## config.mk

```make
export PLATFORM = sky130hd
export DESIGN_NAME = hhs_csr
export DESIGN_NICKNAME = d
export VERILOG_FILES = /design/src/rtl/hhs_pkg.sv /design/src/rtl/hhs_csr.sv
export SDC_FILE = /design/constraint.sdc
export NUM_CORES = 1
export LEC_CHECK = 0
export ABC_CLOCK_PERIOD_IN_PS = 1000
export BUFFER_PORTS_ARGS = -buffer_cell sky130_fd_sc_hd__buf_2
export CAP_MARGIN = 20
export CELL_PAD_IN_SITES_DETAIL_PLACEMENT = 0
export CELL_PAD_IN_SITES_GLOBAL_PLACEMENT = 1
export CORE_UTILIZATION = 25
export CTS_CLUSTER_SIZE = 8
export DETAILED_ROUTE_END_ITERATION = 8
export GPL_TIMING_DRIVEN = 1
export PLACE_DENSITY = 0.63
export SLEW_MARGIN = 10
export SYNTH_ARGS = -nofsm -noshare
export SYNTH_HDL_FRONTEND = slang
export SYNTH_SLANG_ARGS = --single-unit
```

## constraint.sdc

```tcl
create_clock -name clock -period 1 [get_ports clock]
set_input_delay 0 -clock clock [delete_from_list [all_inputs] [get_ports clock]]
set_output_delay 0 -clock clock [all_outputs]
set_load 0.02 [all_outputs]
```

## src/rtl/hhs_pkg.sv

```systemverilog
// ----------------------------------------------------------------------------
// hhs_pkg
// Shared types and constants for the heightmap height sampler.
// ----------------------------------------------------------------------------
`default_nettype none

package hhs_pkg;

   // Register indexes on the csr port
   localparam logic [1:0] CSR_MAP_WIDTH  = 2'd0;
   localparam logic [1:0] CSR_MAP_HEIGHT = 2'd1;
   localparam logic [1:0] CSR_SCALE_Z    = 2'd2;
   localparam logic [1:0] CSR_INV_TILE   = 2'd3;

   // Item kinds on the request channel
   localparam logic ACT_LOAD  = 1'b0;
   localparam logic ACT_QUERY = 1'b1;

   // Result offset: 4.0 in Q.8
   localparam logic [26:0] HEIGHT_BIAS = 27'd1024;

   // Effective configuration handed from the register file to the datapath
   typedef struct packed {
      logic [8:0]  map_w;      // clamped to 1..MAX_WIDTH
      logic [8:0]  map_h;      // clamped to 1..MAX_HEIGHT
      logic [15:0] scale_z;    // Q8.8
      logic [15:0] inv_tile;   // Q8.8
   } cfg_type;

   // Query sequencer
   typedef enum logic [2:0] {
      ST_IDLE,
      ST_CLAMP,
      ST_BASE,
      ST_RD0,
      ST_RD1,
      ST_RD2,
      ST_MUL,
      ST_SUM
   } state_type;

endpackage

`default_nettype wire

```

## src/rtl/hhs_csr.sv

```systemverilog
// ----------------------------------------------------------------------------
// hhs_csr
// Configuration registers; presents map size clamped to the grid limits.
// ----------------------------------------------------------------------------
`default_nettype none

module hhs_csr #(
   parameter int MAX_WIDTH  = 256,
   parameter int MAX_HEIGHT = 256
) (
   input  wire logic           clock,
   input  wire logic           reset,
   input  wire logic           csr_valid,
   output logic                csr_ready,
   input  wire logic [1:0]     csr_index,
   input  wire logic [15:0]    csr_data,
   output hhs_pkg::cfg_type    cfg
);

   logic [8:0]  map_w_ff,   map_w_in;
   logic [8:0]  map_h_ff,   map_h_in;
   logic [15:0] scale_z_ff, scale_z_in;
   logic [15:0] inv_ff,     inv_in;

   // No write beat is taken while reset is high
   assign csr_ready = !reset;

   // Write decode
   always_comb begin
      map_w_in   = map_w_ff;
      map_h_in   = map_h_ff;
      scale_z_in = scale_z_ff;
      inv_in     = inv_ff;
      if (csr_valid) begin
         unique case (csr_index)
            hhs_pkg::CSR_MAP_WIDTH:  map_w_in   = csr_data[8:0];
            hhs_pkg::CSR_MAP_HEIGHT: map_h_in   = csr_data[8:0];
            hhs_pkg::CSR_SCALE_Z:    scale_z_in = csr_data;
            hhs_pkg::CSR_INV_TILE:   inv_in     = csr_data;
            default:                 map_w_in   = map_w_ff;
         endcase
      end
   end

   always_ff @(posedge clock) begin
      if (reset) begin
         map_w_ff   <= 9'd1;
         map_h_ff   <= 9'd1;
         scale_z_ff <= 16'd256;
         inv_ff     <= 16'd256;
      end else begin
         map_w_ff   <= map_w_in;
         map_h_ff   <= map_h_in;
         scale_z_ff <= scale_z_in;
         inv_ff     <= inv_in;
      end
   end

   // Dimensions clamped to 1..MAX
   always_comb begin
      if (map_w_ff == 9'd0) begin
         cfg.map_w = 9'd1;
      end else if (int'(map_w_ff) > MAX_WIDTH) begin
         cfg.map_w = 9'(MAX_WIDTH);
      end else begin
         cfg.map_w = map_w_ff;
      end
      if (map_h_ff == 9'd0) begin
         cfg.map_h = 9'd1;
      end else if (int'(map_h_ff) > MAX_HEIGHT) begin
         cfg.map_h = 9'(MAX_HEIGHT);
      end else begin
         cfg.map_h = map_h_ff;
      end
      cfg.scale_z  = scale_z_ff;
      cfg.inv_tile = inv_ff;
   end

endmodule

`default_nettype wire

```

# Word-level counts from Yosys, hierarchy flattened
# Index checks and enable logic that the tools add are counted.
[op_classes]
n_lt_le_gt_ge = 2
n_eq_ne = 3
mux = 4
reduce_logical = 8
[ops]
columns = ["op", "n"]
rows = [
  ["two-way mux 9 bit", 4],
  ["> comparator 9 bit, second input constant", 2],
  ["zero test 9 bit", 2],
  ["AND reduction 2 bit", 4],
  ["== test 2 bit, second input constant", 2],
  ["== test 2 x 1 -> 1 bit, second input constant", 1],
  ["zero test 2 bit", 1],
  ["zero test 1 bit", 1],
]
[totals]
regBits = 50
input_bits = 21
output_inout_bits = 51
elab_cells = 21

# Logic depth before layout (Yosys ltp)
[depth]
depth_word = 3
depth_mapped = 4
mapped_depth_nobuf = 2

# Least setup slack after synthesis
# Ideal clock, no wire load.
[synth_path]
path_kind = "reg2out"
start = "register map_w_ff[8]"
end = "output port cfg[41] in the netlist's numbering"
arrival_time_ns = 1.302
t_required_ns = 1.000
slack_ns = -0.302
path_stages_with_launch = 4
path_buffers = 1
cell_sequence = "dfxtp_1 -> buf_2 -> or4_1 -> o22ai_1"
[synth_lines]
columns = ["item", "line", "text"]
rows = [
  ["start: declaration", "hhs_csr.sv:20", "logic [8:0] map_w_ff, map_w_in;"],
  ["start signal: assignment", "hhs_csr.sv:52", "map_w_ff <= map_w_in;"],
  ["end: declaration", "hhs_csr.sv:17", "output hhs_pkg::cfg_type cfg"],
]

==> flow_metrics.py <==
metrics = {
    "timing": {
        "setup_violations": 18,
        "hold_viol": 0,
        "fin_hold_ws_ps": 46.1,
        "fin_ws_ps": -438,
        "fmax_mhz": 695,
        "slew_violations": 0,
        "fin_crit_ps": 1440,
        "tightestPinTransition_ps": 245,
        "period_share_pct": 144,
        "rsz0062_at_grt": "yes",
        "max_slew_margin_pct": 83.6,
        "skew_ps": 0,
    },
    "route": {
        "via_per_inst": 4.16,
        "drt_wl_total_um": 5430,
        "drc": 0,
        "drtIter0Drc": 41,
        "ant_nets": 0,
        "drt-pass1-iter-count": 4,
        "vias": 1756,
        "wl_per_cell_um": 12.9,
    },
    "grt": {
        "grt_pass1_wl_um": 8490,
        "first_global_vias": 1711,
        "grt_use_total_pct": 12.2,
        "grt_max_degree": 39,
        "grt_antenna_before_repair": 0,
        "grt.busiest_layer": "met2",
        "use_met2_pct": 19.6,
        "use_met1_pct": 15.9,
        "grt_use_met3_pct": 3.43,
        "globalRouteOverflowTotal": 0,
    },
    "cts": {
        "cts_tree": "yes",
        "clock_path_buffers": 2,
        "root_buffer": "clkbuf_8",
        "cts_max_level": 2,
        "clock-sinks": 50,
        "clk_pin_slew_worst_paths_ps": 90,
        "cts_made_buffers": 5,
        "clk-insertion-delay-late_ps": 290,
    },
    "final_layout": {
        "n_fill_cell": 854,
        "final_util_pct": 40.0,
        "multi_input_area_um2": 1190,
        "postLayoutCellArea_um2": 3340,
        "fin_cells": 422,
        "seqCellArea_um2": 1010,
        "nets": 337,
        "area_growth_pct": 52.7,
        "drive_gt1_share_pct": 42.0,
        "antenna_cells": 0,
    },
    "logic_synthesis": {
        "synth_warnings": 0,
        "synth_cells": 215,
        "synth_ff_type": "dfxtp_1",
        "synth_edf_count": 0,
        "ys_seq_area_share_pct": 45.8,
        "syn_nets": 236,
        "synth.cell_area_um2": 2190,
        "async_reset_ff_share_pct": 0,
        "ys_ff_latch": 50,
        "yosysUniqueCellTypes": 18,
        "syn-mean-instance-area_um2": 10.2,
    },
    "die": {
        "coreArea_um2": 8340,
        "start_util_pct": 26.2,
        "num_rows": 33,
        "pin_count": 72,
        "fp.dieW_um": 95.5,
        "die_h_um": 95.5,
        "die-area_um2": 9120,
    },
    "hold_path": {
        "worstHoldPathType": "in -> reg",
    },
    "worst_setup_path": {
        "path_class": "reg -> out",
        "worstSetupStartpointType": "register",
        "cp_max_fo": 2,
        "critPathArrivalTime_ps": 1440,
        "crit_path_end_kind": "output port",
        "crit_required_ps": 1000,
    },
    "job": {
        "cap_viol_max_count": 0,
    },
    "pwr": {
        "power_density_nw_per_um2": 1240,
        "peakVddDrop_uv": 587,
        "p_total_w": 0.00415,
        "p_leak_nw": 1.63,
    },
    "placement": {
        "place_congestion": 0.673,
        "dpl.cell_count": 402,
        "placed_cell_area_um2": 2870,
        "dp_hpwl_um": 3840,
        "portBuffers": 71,
    },
    "status": {
        "failed_checks": "setup timing",
        "status": "finished with violations",
    },
}
critical path, cell delays in order, from the launching register on:
cell,delay (ps)
dfxtp_2,330
or4_4,540
o22ai_4,140
buf_6,130
metrics by stage:
step                setup TNS [ps]  setup slack, ps
global route                 -3300             -484
floorplan                     -120            -69.4
CTS                          -2120             -450
global placement              -332             -166
finish                       -2280             -438
detailed placement            -337             -173
flip-flops by register name, summed over array words and instances, names as in the netlist:
signal	cells
inv_ff	16
map_h_ff	9
scale_z_ff	16
map_w_ff	9
cell usage after synthesis, drive strengths merged (2+ instances only):
cell type / number / share of area, %
buf: 7 / 2.0
clkbuf: 10 / 1.7
dfxtp: 50 / 46
inv: 3 / 0.52
mux2i: 50 / 23
nand2b: 62 / 18
nand3b: 2 / 0.69
nor2: 6 / 1.0
nor2b: 14 / 4.0
o22ai: 2 / 0.57
or4: 4 / 1.4
routing by layer:
metal / vias to the layer above / wire length (um)
li1: 911 / -
met1: 796 / 2580
met2: 44 / 2550
met3: 5 / 258
met4: 0 / 38
met5: - / 0
final cells by class:
| type | count | share of cell area, % |
|---|---|---|
| inverter | 3 | 0.337 |
| timing repair buffer | 111 | 26.2 |
| tap | 105 | 3.94 |
| clock buffer | 8 | 3.30 |
| multi-input combinational | 145 | 35.8 |
| sequential | 50 | 30.4 |
path summary, 6_finish.rpt:
check / from / slack (ps) / end / depth (start not counted)
worst max-delay path: map_h_ff[1]$_SDFFE_PP0P_ / -440 / cfg[32] / 3
worst min-delay path: csr_data[15] / 50 / scale_z_ff[15]$_SDFFE_PP0P_ / 3
worst max register to register: map_h_ff[8]$_SDFFE_PP0P_ / 130 / map_h_ff[8]$_SDFFE_PP0P_ / 4
worst min register to register: scale_z_ff[10]$_SDFFE_PP0P_ / 470 / scale_z_ff[10]$_SDFFE_PP0P_ / 2
power breakdown:
group / switching [W] / internal, W
Sequential: 0.0000374 / 0.00206
Clock: 0.000639 / 0.000699
Combinational: 0.000336 / 0.000374
Total: 0.00101 / 0.00313
layout by cell type (no fill, tap or decap), drive strengths merged:
| master | n |
|---|---|
| buf | 102 |
| nand2b | 62 |
| mux2i | 50 |
| dfxtp | 50 |
| nor2b | 14 |
| clkbuf | 9 |
| dlygate4sd3 | 8 |
| nor2 | 6 |
| or4 | 4 |
| inv | 3 |
| o22ai | 2 |
| nand3b | 2 |
| and3b | 1 |
| and3 | 1 |
| nand3 | 1 |
| or3b | 1 |
| nor3b | 1 |
timing repair:
item                                   CTS  global route
resized for setup                       42            21
cloned                                   1             1
setup buffers                            1             1
hold buffers                             8             0
pin swaps                                3             2
setup endpoints to repair               18            17
endpoints found under the hold margin   18             0
cells by family after synthesis:
logic type | count (synthesis) | share of synthesized area (%)
and+or+nand+nor | 93 | 26.5
muxes | 50 | 22.9
DFF | 50 | 45.8
buffers and inverters | 20 | 4.24
AOI/OAI and AO/OA | 2 | 0.572
Note: power is estimated with default switching activity, not from simulation.
